<file path="src/rtl/s5hp_pkg.sv">
// Shared types and constants for the SOCKS5 server handshake parser.
// No dependencies; imported by socks5_server_handshake_parser_unit.
package s5hp_pkg;

	// Protocol byte values
	localparam logic [7:0] SOCKS_VER      = 8'h05;
	localparam logic [7:0] METHOD_NOAUTH  = 8'h00;
	localparam logic [7:0] METHOD_NONE    = 8'hFF;
	localparam logic [7:0] CMD_CONNECT    = 8'h01;
	localparam logic [7:0] ATYP_IPV4      = 8'h01;
	localparam logic [7:0] ATYP_DOMAIN    = 8'h03;
	localparam logic [7:0] ATYP_IPV6      = 8'h04;
	localparam logic [7:0] REP_SUCCEEDED  = 8'h00;
	localparam logic [7:0] REP_CMD_UNSUP  = 8'h07;
	localparam logic [7:0] REP_ATYP_UNSUP = 8'h08;
	localparam logic [7:0] IPV4_ADDR_LEN  = 8'd4;
	localparam logic [7:0] IPV6_ADDR_LEN  = 8'd16;

	// Result kinds
	localparam logic [1:0] KIND_REPLY   = 2'd0;
	localparam logic [1:0] KIND_ADDR    = 2'd1;
	localparam logic [1:0] KIND_OUTCOME = 2'd2;

	// Address types as reported
	localparam logic [1:0] AT_IPV4   = 2'd0;
	localparam logic [1:0] AT_DOMAIN = 2'd1;
	localparam logic [1:0] AT_IPV6   = 2'd2;

	// Outcome codes
	localparam logic [2:0] OC_READY    = 3'd0;
	localparam logic [2:0] OC_BAD_VER  = 3'd1;
	localparam logic [2:0] OC_NO_METH  = 3'd2;
	localparam logic [2:0] OC_BAD_CMD  = 3'd3;
	localparam logic [2:0] OC_BAD_ATYP = 3'd4;
	localparam logic [2:0] OC_CLOSED   = 3'd5;

	// Result bursts one transaction can cause
	typedef enum logic [2:0] {
		BURST_NONE,    // no result
		BURST_ADDR,    // one address byte
		BURST_FIN,     // outcome only
		BURST_REJECT,  // 05 FF, outcome
		BURST_ACCEPT,  // 05 00
		BURST_REPLY10  // ten reply bytes, outcome
	} burst_t;

	localparam int unsigned IDX_W = 4;

	// Index of the final result of a burst
	function automatic logic [IDX_W-1:0] burst_last_idx(input burst_t bt);
		logic [IDX_W-1:0] r;
		case (bt)
			BURST_REJECT:  r = 4'd2;
			BURST_ACCEPT:  r = 4'd1;
			BURST_REPLY10: r = 4'd10;
			default:       r = 4'd0;
		endcase
		return r;
	endfunction

	// Byte of the ten-byte request reply: 05 REP 00 01 00 00 00 00 00 00
	function automatic logic [7:0] reply10_byte(input logic [IDX_W-1:0] idx,
			input logic [7:0] code);
		logic [7:0] r;
		case (idx)
			4'd0:    r = SOCKS_VER;
			4'd1:    r = code;
			4'd3:    r = 8'h01;
			default: r = 8'h00;
		endcase
		return r;
	endfunction

endpackage

</file>
<file path="src/rtl/socks5_server_handshake_parser_unit.sv">
// SOCKS5 server handshake parser, top level.
// Depends on s5hp_pkg.
//
// Usage:
//  Input channel (in_valid/in_stall) takes one client byte per transaction
//  with conn_start (restart at the greeting) and peer_closed (client gone).
//  Output channel (out_valid/out_stall) gives result items: reply bytes,
//  raw destination address bytes and a final outcome; last_of_run marks the
//  final result caused by one input byte.
//  The first result of a byte passes the input register, then the result
//  register, before it is offered. Throughput: one byte per cycle unless a
//  pending burst holds the input register. A byte causing n results holds
//  the result register until all are taken (n up to 11 at the end of a
//  handshake); bytes causing no result pass the parser even during a burst.
//  in_stall comes from a registered skid stage only, so it never follows
//  out_stall combinationally.
//  Reset: the parser waits for the greeting version byte, no result pending.
//  When the receiver stalls, the current result holds steady and input
//  backs up into the input and skid registers before in_stall rises.
module socks5_server_handshake_parser_unit (
	input  logic        clk,
	input  logic        arst_n,
	input  logic        in_valid,
	output logic        in_stall,
	input  logic [7:0]  rx_byte,
	input  logic        conn_start,
	input  logic        peer_closed,
	output logic        out_valid,
	input  logic        out_stall,
	output logic [1:0]  kind,
	output logic [7:0]  byte_value,
	output logic [1:0]  addr_type,
	output logic [15:0] dst_port,
	output logic [2:0]  outcome,
	output logic        last_of_run
);
	import s5hp_pkg::*;

	typedef enum logic [3:0] {
		PH_GVER  = 4'd0,
		PH_NMETH = 4'd1,
		PH_METH  = 4'd2,
		PH_RVER  = 4'd3,
		PH_RCMD  = 4'd4,
		PH_RRSV  = 4'd5,
		PH_RATYP = 4'd6,
		PH_DLEN  = 4'd7,
		PH_ADDR  = 4'd8,
		PH_PHI   = 4'd9,
		PH_PLO   = 4'd10,
		PH_DONE  = 4'd11
	} phase_t;

	// Input and skid registers
	logic       s1_v_s1;
	logic [7:0] rx_byte_s1;
	logic       conn_start_s1;
	logic       peer_closed_s1;
	logic       skid_v_q;
	logic [7:0] skid_byte_q;
	logic       skid_start_q;
	logic       skid_closed_q;

	// Parser state
	phase_t     phase_q;
	logic [7:0] remaining_q;
	logic       auth_none_q;
	logic       version_ok_q;
	logic [7:0] command_q;
	logic [1:0] addr_kind_q;
	logic [7:0] port_high_q;

	// Result register (burst being emitted)
	logic             em_v_s2;
	burst_t           burst_s2;
	logic [IDX_W-1:0] idx_s2;
	logic [7:0]       byte_s2;
	logic [1:0]       atype_s2;
	logic [15:0]      port_s2;
	logic [2:0]       oc_s2;

	// Decode of the byte in the input register
	phase_t     ph_e, ph_n;
	logic [7:0] rc_e, rc_n;
	logic       auth_e, auth_n;
	logic       ver_e, ver_n;
	logic [7:0] cmd_e, cmd_n;
	logic [1:0] ak_e, ak_n;
	logic [7:0] phi_e, phi_n;
	burst_t     bt;
	logic [7:0] bt_byte;
	logic [15:0] bt_port;
	logic [2:0] bt_oc;
	logic [7:0] rc_dec;
	logic       auth_upd;

	logic in_acc, out_acc, em_last, em_free, take, s1_free;

	always_comb begin
		// conn_start restarts from the reset state before this byte
		ph_e   = conn_start_s1 ? PH_GVER : phase_q;
		rc_e   = conn_start_s1 ? 8'd0 : remaining_q;
		auth_e = conn_start_s1 ? 1'b0 : auth_none_q;
		ver_e  = conn_start_s1 ? 1'b0 : version_ok_q;
		cmd_e  = conn_start_s1 ? 8'd0 : command_q;
		ak_e   = conn_start_s1 ? AT_IPV4 : addr_kind_q;
		phi_e  = conn_start_s1 ? 8'd0 : port_high_q;

		ph_n = ph_e; rc_n = rc_e; auth_n = auth_e; ver_n = ver_e;
		cmd_n = cmd_e; ak_n = ak_e; phi_n = phi_e;
		bt = BURST_NONE; bt_byte = 8'd0; bt_port = 16'd0; bt_oc = OC_READY;
		rc_dec   = rc_e - 8'd1;
		auth_upd = auth_e | (rx_byte_s1 == METHOD_NOAUTH);

		if (peer_closed_s1) begin
			if (ph_e != PH_DONE) begin
				bt = BURST_FIN; bt_oc = OC_CLOSED; ph_n = PH_DONE;
			end
		end else begin
			case (ph_e)
				PH_GVER: begin
					ver_n = (rx_byte_s1 == SOCKS_VER);
					ph_n  = PH_NMETH;
				end
				PH_NMETH: begin
					if (!ver_e) begin
						bt = BURST_FIN; bt_oc = OC_BAD_VER; ph_n = PH_DONE;
					end else if (rx_byte_s1 == 8'd0) begin
						bt = BURST_REJECT; bt_oc = OC_NO_METH; ph_n = PH_DONE;
					end else begin
						rc_n = rx_byte_s1; auth_n = 1'b0; ph_n = PH_METH;
					end
				end
				PH_METH: begin
					auth_n = auth_upd;
					rc_n   = rc_dec;
					if (rc_dec == 8'd0) begin
						if (auth_upd) begin
							bt = BURST_ACCEPT; ph_n = PH_RVER;
						end else begin
							bt = BURST_REJECT; bt_oc = OC_NO_METH; ph_n = PH_DONE;
						end
					end
				end
				PH_RVER: begin
					ver_n = (rx_byte_s1 == SOCKS_VER);
					ph_n  = PH_RCMD;
				end
				PH_RCMD: begin
					cmd_n = rx_byte_s1; ph_n = PH_RRSV;
				end
				PH_RRSV: begin
					ph_n = PH_RATYP;
				end
				PH_RATYP: begin
					// version, then command, then address type
					if (!ver_e) begin
						bt = BURST_FIN; bt_oc = OC_BAD_VER; ph_n = PH_DONE;
					end else if (cmd_e != CMD_CONNECT) begin
						bt = BURST_REPLY10; bt_byte = REP_CMD_UNSUP;
						bt_oc = OC_BAD_CMD; ph_n = PH_DONE;
					end else if (rx_byte_s1 == ATYP_IPV4) begin
						ak_n = AT_IPV4; rc_n = IPV4_ADDR_LEN; ph_n = PH_ADDR;
					end else if (rx_byte_s1 == ATYP_DOMAIN) begin
						ak_n = AT_DOMAIN; ph_n = PH_DLEN;
					end else if (rx_byte_s1 == ATYP_IPV6) begin
						ak_n = AT_IPV6; rc_n = IPV6_ADDR_LEN; ph_n = PH_ADDR;
					end else begin
						bt = BURST_REPLY10; bt_byte = REP_ATYP_UNSUP;
						bt_oc = OC_BAD_ATYP; ph_n = PH_DONE;
					end
				end
				PH_DLEN: begin
					// empty domain goes straight to the port
					rc_n = rx_byte_s1;
					ph_n = (rx_byte_s1 == 8'd0) ? PH_PHI : PH_ADDR;
				end
				PH_ADDR: begin
					bt = BURST_ADDR; bt_byte = rx_byte_s1;
					rc_n = rc_dec;
					if (rc_dec == 8'd0) ph_n = PH_PHI;
				end
				PH_PHI: begin
					phi_n = rx_byte_s1; ph_n = PH_PLO;
				end
				PH_PLO: begin
					bt = BURST_REPLY10; bt_byte = REP_SUCCEEDED;
					bt_port = {phi_e, rx_byte_s1}; bt_oc = OC_READY; ph_n = PH_DONE;
				end
				PH_DONE: begin
					ph_n = PH_DONE;
				end
				default: begin
					ph_n = PH_DONE;
				end
			endcase
		end
	end

	// Handshake control
	assign in_stall  = skid_v_q;
	assign in_acc    = in_valid && !skid_v_q;
	assign out_valid = em_v_s2;
	assign out_acc   = em_v_s2 && !out_stall;
	assign em_last   = (idx_s2 == burst_last_idx(burst_s2));
	assign em_free   = !em_v_s2 || (out_acc && em_last);
	assign take      = s1_v_s1 && ((bt == BURST_NONE) || em_free);
	assign s1_free   = !s1_v_s1 || take;

	// Input register with skid stage
	always_ff @(posedge clk or negedge arst_n) begin
		if (!arst_n) begin
			s1_v_s1  <= 1'b0;
			skid_v_q <= 1'b0;
		end else if (s1_free) begin
			s1_v_s1  <= skid_v_q || in_acc;
			skid_v_q <= 1'b0;
		end else if (in_acc) begin
			skid_v_q <= 1'b1;
		end
	end

	always_ff @(posedge clk) begin
		if (s1_free) begin
			if (skid_v_q) begin
				rx_byte_s1     <= skid_byte_q;
				conn_start_s1  <= skid_start_q;
				peer_closed_s1 <= skid_closed_q;
			end else if (in_acc) begin
				rx_byte_s1     <= rx_byte;
				conn_start_s1  <= conn_start;
				peer_closed_s1 <= peer_closed;
			end
		end else if (in_acc) begin
			skid_byte_q   <= rx_byte;
			skid_start_q  <= conn_start;
			skid_closed_q <= peer_closed;
		end
	end

	// Parser state update
	always_ff @(posedge clk or negedge arst_n) begin
		if (!arst_n) begin
			phase_q      <= PH_GVER;
			remaining_q  <= 8'd0;
			auth_none_q  <= 1'b0;
			version_ok_q <= 1'b0;
			command_q    <= 8'd0;
			addr_kind_q  <= AT_IPV4;
			port_high_q  <= 8'd0;
		end else if (take) begin
			phase_q      <= ph_n;
			remaining_q  <= rc_n;
			auth_none_q  <= auth_n;
			version_ok_q <= ver_n;
			command_q    <= cmd_n;
			addr_kind_q  <= ak_n;
			port_high_q  <= phi_n;
		end
	end

	// Result register: load a burst, step through it
	always_ff @(posedge clk or negedge arst_n) begin
		if (!arst_n) begin
			em_v_s2  <= 1'b0;
			burst_s2 <= BURST_NONE;
			idx_s2   <= '0;
		end else if (take && (bt != BURST_NONE)) begin
			em_v_s2  <= 1'b1;
			burst_s2 <= bt;
			idx_s2   <= '0;
		end else if (out_acc) begin
			if (em_last) begin
				em_v_s2 <= 1'b0;
			end else begin
				idx_s2 <= idx_s2 + 1'b1;
			end
		end
	end

	always_ff @(posedge clk) begin
		if (take && (bt != BURST_NONE)) begin
			byte_s2  <= bt_byte;
			atype_s2 <= ak_e;
			port_s2  <= bt_port;
			oc_s2    <= bt_oc;
		end
	end

	// Result fields from the burst and its index
	always_comb begin
		kind        = KIND_REPLY;
		byte_value  = 8'd0;
		addr_type   = AT_IPV4;
		dst_port    = 16'd0;
		outcome     = OC_READY;
		last_of_run = em_last;
		case (burst_s2)
			BURST_ADDR: begin
				kind       = KIND_ADDR;
				byte_value = byte_s2;
				addr_type  = atype_s2;
			end
			BURST_FIN: begin
				kind      = KIND_OUTCOME;
				addr_type = atype_s2;
				outcome   = oc_s2;
			end
			BURST_REJECT: begin
				if (em_last) begin
					kind      = KIND_OUTCOME;
					addr_type = atype_s2;
					outcome   = oc_s2;
				end else begin
					byte_value = (idx_s2 == '0) ? SOCKS_VER : METHOD_NONE;
				end
			end
			BURST_ACCEPT: begin
				byte_value = (idx_s2 == '0) ? SOCKS_VER : METHOD_NOAUTH;
			end
			BURST_REPLY10: begin
				if (em_last) begin
					kind      = KIND_OUTCOME;
					addr_type = atype_s2;
					dst_port  = port_s2;
					outcome   = oc_s2;
				end else begin
					byte_value = reply10_byte(idx_s2, byte_s2);
				end
			end
			default: begin
				kind = KIND_REPLY;
			end
		endcase
	end

	// Checks
	a_skid_only_when_blocked: assert property (@(posedge clk) disable iff (!arst_n)
		$rose(skid_v_q) |-> $past(s1_v_s1 && !take))
		else $error("skid filled while input register was free");

	a_idx_in_burst: assert property (@(posedge clk) disable iff (!arst_n)
		em_v_s2 |-> (idx_s2 <= burst_last_idx(burst_s2)) && (burst_s2 != BURST_NONE))
		else $error("result index beyond burst length");

	a_outcome_only_on_final: assert property (@(posedge clk) disable iff (!arst_n)
		(out_valid && kind != KIND_OUTCOME) |-> (outcome == OC_READY && dst_port == 16'd0))
		else $error("outcome fields set on a non-outcome result");

	a_outcome_ends_run: assert property (@(posedge clk) disable iff (!arst_n)
		(out_valid && kind == KIND_OUTCOME) |-> last_of_run)
		else $error("outcome result not marked last");

endmodule

</file>
<file path="config.mk">
export PLATFORM = sky130hd
export DESIGN_NAME = socks5_server_handshake_parser_unit
export DESIGN_NICKNAME = d
export VERILOG_FILES = /design/src/rtl/s5hp_pkg.sv /design/src/rtl/socks5_server_handshake_parser_unit.sv
export SDC_FILE = /design/constraint.sdc
export NUM_CORES = 1
export LEC_CHECK = 0
export BUFFER_PORTS_ARGS = -buffer_cell sky130_fd_sc_hd__buf_2
export CORE_ASPECT_RATIO = 0.75
export CORE_MARGIN = 2
export CORE_UTILIZATION = 55
export CTS_CLUSTER_SIZE = 14
export DETAILED_ROUTE_END_ITERATION = 8
export PLACE_DENSITY = 0.75
export SLEW_MARGIN = 0
export SYNTH_ARGS = -nofsm -noshare
export SYNTH_HDL_FRONTEND = slang
export SYNTH_SLANG_ARGS = --single-unit
</file>
<file path="constraint.sdc">
create_clock -name clk -period 6.15 [get_ports clk]
set_input_delay 0.3075 -clock clk [delete_from_list [all_inputs] [get_ports clk]]
set_output_delay 0.3075 -clock clk [all_outputs]
set_load 0.1 [all_outputs]
</file>
Word level (Yosys, flattened, before mapping)

Index checks and enable logic that the tools add are counted.
Widths: inputs -> output; s select.

Add/subtract/negate cells: 2
Equal/unequal tests: 25
Mux-type cells: 106
Bitwise gates (word level): 3
Reduce and logical (&&, ||, !) cells: 32

Operator list:

| cell               | count |
|---|---|
| $mux 8             | 20 |
| $mux 4             | 20 |
| $pmux 8 s4         | 2 |
| $mux 3             | 17 |
| $pmux 4 s10        | 1 |
| $mux 2             | 18 |
| $mux 16            | 2 |
| $pmux 8 s3         | 1 |
| $mux 1             | 17 |
| $eq 4x3->1 const B | 4 |
| $eq 8x3->1 const B | 2 |
| $logic_not 8->1    | 2 |
| $pmux 8 s2         | 1 |
| $pmux 3 s5         | 1 |
| $eq 4x2->1 const B | 3 |
| $eq 4x4->1 const B | 3 |
| $pmux 4 s3         | 1 |
| $reduce_or 2->1    | 5 |
| $pmux 3 s3         | 1 |
| $eq 4x1->1 const B | 2 |
| $eq 8x1->1 const B | 1 |
| $eq 8x2->1 const B | 1 |
| $logic_not 4->1    | 2 |
| $ne 8x1->1 const B | 1 |
| 21 further kinds   | 40 |

Bits in registers: 91
Bits of input ports: 14
Output and inout port bits: 34
Logic and storage cells: 190

Depth between registers and ports, before layout

Depth after elaboration: 14
Gate-level depth with buffers: 16
Gate-level depth less buffers: 10

Worst setup path before layout

No wires, ideal clock.

Kind: register to register
From: register conn_start_s1
To: register skid_byte_q[0], enable pin
Library setup time: 392 ps
Arrival: 3,938 ps
Data required time: 5,758 ps
Setup slack: 1,820 ps
Stages on the path, launching flop included: 16
Path buffers: 5
Period minus slack after synthesis: 4,330 ps
Cells stage by stage: edfxtp_1 > clkbuf_1 > clkbuf_1 > clkbuf_1 > clkbuf_1 > nand2b_1 > ha_1 > clkbuf_1 > xnor2_1 > nand4b_1 > nor4_4 > nand4b_1 > a21oi_2 > or2_1 > nand3_1 > nor3b_1

Word-level cells in the longest chain between the ends: 12
Elaborated cells between the ends (all ways): 29
Classes of those cells: 1 x add/sub; 7 x eq/ne; 13 x mux; 2 x bitwise; 6 x reduce/logical

Ends and longest elaborated chain:

| element                                       | line                                                                                   | text |
|---|---|---|
| from (decl)                                   | socks5_server_handshake_parser_unit.sv:57                                              | `logic conn_start_s1;` |
| from (signal assigned)                        | socks5_server_handshake_parser_unit.sv:227                                             | `conn_start_s1 <= skid_start_q;` |
| from (signal assigned)                        | socks5_server_handshake_parser_unit.sv:231                                             | `conn_start_s1 <= conn_start;` |
| $mux 8, or another cell as far along          | socks5_server_handshake_parser_unit.sv:102                                             | `rc_e = conn_start_s1 ? 8'd0 : remaining_q;` |
| $sub 8x1->8, or another cell as far along     | socks5_server_handshake_parser_unit.sv:112                                             | `rc_dec = rc_e - 8'd1;` |
| $logic_not 8->1, or another cell as far along | socks5_server_handshake_parser_unit.sv:137                                             | `if (rc_dec == 8'd0) begin` |
| $mux 3 (on tied branches)                     | socks5_server_handshake_parser_unit.sv:137, socks5_server_handshake_parser_unit.sv:157 |  |
| $pmux 3 s5                                    | socks5_server_handshake_parser_unit.sv:120                                             | `case (ph_e)` |
| $mux 3 *                                      | socks5_server_handshake_parser_unit.sv:115                                             | `if (peer_closed_s1) begin` |
| $logic_not 3->1 *                             | socks5_server_handshake_parser_unit.sv:207                                             | `assign take = s1_v_s1 && ((bt == BURST_NONE) \|\| em_free);` |
| $logic_or 1x1->1 *                            | socks5_server_handshake_parser_unit.sv:207                                             |  |
| $logic_and 1x1->1 *                           | socks5_server_handshake_parser_unit.sv:207                                             |  |
| $logic_or 1x1->1 *                            | socks5_server_handshake_parser_unit.sv:208                                             | `assign s1_free = !s1_v_s1 \|\| take;` |
| $not 1->1 (no line) *                         | n/a                                                                                    |  |
| $reduce_and 2->1 (no line) *                  | n/a                                                                                    |  |
| to (signal assigned)                          | socks5_server_handshake_parser_unit.sv:235                                             | `skid_byte_q <= rx_byte;` |
| to (decl)                                     | socks5_server_handshake_parser_unit.sv:60                                              | `logic [7:0] skid_byte_q;` |

Mark *: on every way between the ends. The rest lies on a longest branch, timed or not.
A chain may end at the register's enable or synchronous reset.

Worst setup path in the final report

From: register burst_s2[2]
To: output port outcome[2]

Word-level cells in the longest chain between the ends: 5
Elaborated cells between the ends (all ways): 9
Classes of those cells: 5 x eq/ne; 3 x mux; 1 x reduce/logical

Ends and longest elaborated chain:

| element                                  | line                                                                                   | text |
|---|---|---|
| from (decl)                              | socks5_server_handshake_parser_unit.sv:75                                              | `burst_t burst_s2;` |
| from (signal assigned)                   | socks5_server_handshake_parser_unit.sv:270                                             | `burst_s2 <= bt;` |
| $eq 3x3->1, or another cell as far along | s5hp_pkg.sv:52, socks5_server_handshake_parser_unit.sv:298                             |  |
| $pmux 4 s3                               | s5hp_pkg.sv:52                                                                         | `case (bt)` |
| $eq 4x4->1                               | socks5_server_handshake_parser_unit.sv:205                                             | `assign em_last = (idx_s2 == burst_last_idx(burst_s2));` |
| $mux 3                                   | socks5_server_handshake_parser_unit.sv:310, socks5_server_handshake_parser_unit.sv:322 |  |
| $pmux 3 s2 *                             | socks5_server_handshake_parser_unit.sv:298                                             | `case (burst_s2)` |
| to (decl)                                | socks5_server_handshake_parser_unit.sv:34                                              | `output logic [2:0] outcome,` |

Marks and branches as above.

==> results.cfg <==
[status]
outcome = complete, no violations

[critical_path]
critPathKind = reg2out
critical_path_required_ps = 5840
start_kind = flip-flop
cp_slowest_cell = nor3_1
path_delay_family = simple AND/OR/NAND/NOR gates
path_cells = nor2b_1 -> mux2_2 -> o32a_1 -> or3_1 -> nor3_1 -> a21oi_1 -> nor2b_1 -> buf_2
max_stage_delay_ps = 960
cp_common_cell = nor2b_1
cp-end-kind = output pin
critPathMaxFanout = 17
crit_buf_inv = 1
worstPathArrival_ps = 3880

[drt]
vias = 3983
viasPerCell = 6.19
drtIter0Drc = 425
drc = 0
post_drt_wl_per_cell_um = 18.5
first_pass_iters = 6
final_antenna_net_count = 0
totalWireLength_mm = 11.9

[power_and_ir_drop]
power_mw = 2.28
peakVddDrop_mv = 0.222
p_per_area_nw_per_um2 = 411
leakage_nw = 2.32

[placement]
dp_cells = 627
hpwl_mm = 8.20
port_buffers = 47
placed_cell_area_um2 = 5280
pre_cts_ws_ps = 2280
gp_congestion = 0.920

[clock_network]
cts_root_buf = clkbuf_16
cts_hold_buf = 0
postCtsSetupRepairBufs = 0
cts_made_buffers = 9
h-tree-depth = 3
clockBufferDepth = 2
cts_tree = done
clk_latency_ps = 340
clkSinkCount = 91
clk_pin_slew_worst_paths_ps = 60
cts_repair_resize_count = 0

[logic_synthesis]
synth_area_um2 = 5000
synth_cells = 491
yosysWarnings = 0
synth_top_cell_area_share_pct = 29.4
synth-seq-cells = 91
postSynth.asyncResetShare_pct = 46.2
synthTopCellsByArea = edfxtp_1 (29%), dfrtp_1 (21%), and2_1 (5.1%), a22o_1 (3.9%), nand2_1 (3.5%)
synth_top_area_cell = edfxtp_1
synth_fp_nets = 510
syn_area_per_cell_um2 = 10.2
ys.flop_type = edfxtp_1
seq_area_frac_synth_pct = 50.5
synth-edff-count = 49
synth_cell_types = 66

[timing]
worstMarginPinSlew_ps = 1160
clock_skew_ps = 8.75
hold_viol = 0
rsz0062_at_grt = no
whs_ps = 115
fmax_ghz = 0.239
timing.final.crit_period_ps = 4190
finalSetupViolCount = 0
setup_tns_ps = 0
setup_ws_ps = 1960
post-route-period-util_pct = 68.1
relSlewSlack_pct = 22.2
slew_viol_final = 0

[final_layout]
antennaDiodeCount = 0
fin_util_pct = 62.1
fin_nets = 545
layout-drive-gt1-share_pct = 16.8
final_area_um2 = 5550
layoutNonFillerInstCount = 643
n_fill_cell = 737
syn2layout_area_growth_pct = 10.9

[global_routing]
antenna_found_initial = 0
grt_start_max_net_pins = 43
grt_pass1_wl_mm = 19.3
grtUsageMet2_pct = 36.1
grt-busiest-layer = met1
use_met3_pct = 6.71
grt.overflow.total = 0
use_met1_pct = 37.7
grt_pass1_vias = 3688
grt_use_total_pct = 25.3

[die]
rows = 30
core_area_um2 = 8930
ios = 48
start_util_pct = 56.0
die_area_um2 = 9880
dieHeight_um = 86.6
die_x_um = 114

[run]
max_cap_viol_count = 0

[min_path]
min-delay-path-class = in2async
[registers in the layout, indices dropped and copies added (netlist names)]
signal	flops
conn_start_s1	1
s1_v_s1	1
port_s2	16
peer_closed_s1	1
in_stall	1
skid_start_q	1
addr_kind_q	2
phase_q	4
out_valid	1
remaining_q	8
byte_s2	8
auth_none_q	1
command_q	8
burst_s2	3
skid_byte_q	8
skid_closed_q	1
rx_byte_s1	8
version_ok_q	1
atype_s2	2
idx_s2	4
oc_s2	3
port_high_q	8
[cells in the mapped netlist (all sizes together) (3+ instances only)]
cell type	count
a21o	10
or3	4
a21oi	25
and2	42
buf	6
nand3b	3
ha	5
nor2	33
xor2	4
edfxtp	49
or2	3
a22o	22
nand2	47
nand4b	3
o211ai	3
a31oi	5
xnor2	4
a22oi	4
mux2	12
nor3	16
inv	12
nand4	4
clkbuf	20
nor4	9
nor2b	19
o21ai	29
dfrtp	42
nand3	10
nor3b	4
nand2b	9
[per-layer routing]
metal,routed length [um],part of all wire (%),vias up
met5,23,0.19,-
met4,243,2.0,2
met3,1040,8.8,33
met2,5070,43,208
met1,5530,46,1884
li1,-,-,1856
[worst register-to-register path, stage by stage, from the launching register on]
cell and delay (ps):
edfxtp_1 330, buf_4 340, nand2b_1 200, ha_1 310
or2_2 160, o311ai_0 290, a41oi_1 530, o21ai_0 160
or2_1 300, a31oi_1 810
[cells by family after synthesis]
| group | after synthesis | synth area share [%] |
|---|---|---|
| buf+inv | 38 | 3.20 |
| fa+ha+maj | 5 | 1.25 |
| compound gates | 120 | 16.9 |
| flops | 91 | 50.5 |
| xor+xnor | 8 | 1.40 |
| mux | 14 | 3.10 |
| simple gates | 215 | 23.7 |
[layout make-up]
type | instances | area [um^2] | share of cell area, %
Clock buffer | 11 | 233 | 4.20
Sequential cell | 91 | 2520 | 45.5
Timing Repair Buffer | 50 | 258 | 4.65
Clock inverter | 5 | 31.3 | 0.564
Tap cell | 112 | 140 | 2.53
Multi-Input combinational cell | 362 | 2320 | 41.8
Inverter | 12 | 45.0 | 0.812
[cells in the final DEF (no fill, tap or decap), types with 10 or more instances in the layout]
cell type	instances
a22o_1	22
nor3_1	16
nor2b_1	18
inv_1	12
a21o_1	10
and2_1	41
a21oi_1	24
dfrtp_1	42
edfxtp_1	49
nor2_1	33
o21ai_0	24
buf_2	47
nand2_1	47
nand3_1	10
mux2_2	12
[where the power goes]
part	leakage, nW	switching [mW]	internal [mW]
sequential	1.03	0.174	0.787
clock	0.130	0.224	0.273
combinational	1.17	0.592	0.228
[final timing paths]
kind | startpoint | endpoint | slack (ps) | depth (start not counted)
max | burst_s2[2] | outcome[2] | 1960 | 8
min | arst_n | remaining_q[6] | 110 | 1
min in group clk | rx_byte[7] | skid_byte_q[7] | 160 | 1
max reg2reg | conn_start_s1 | conn_start_s1 | 2340 | 9
min reg2reg | addr_kind_q[0] | addr_kind_q[0] | 490 | 2
max in group asynchronous | arst_n | addr_kind_q[1] | 5430 | 1
Power figures use the tool's default switching activity.
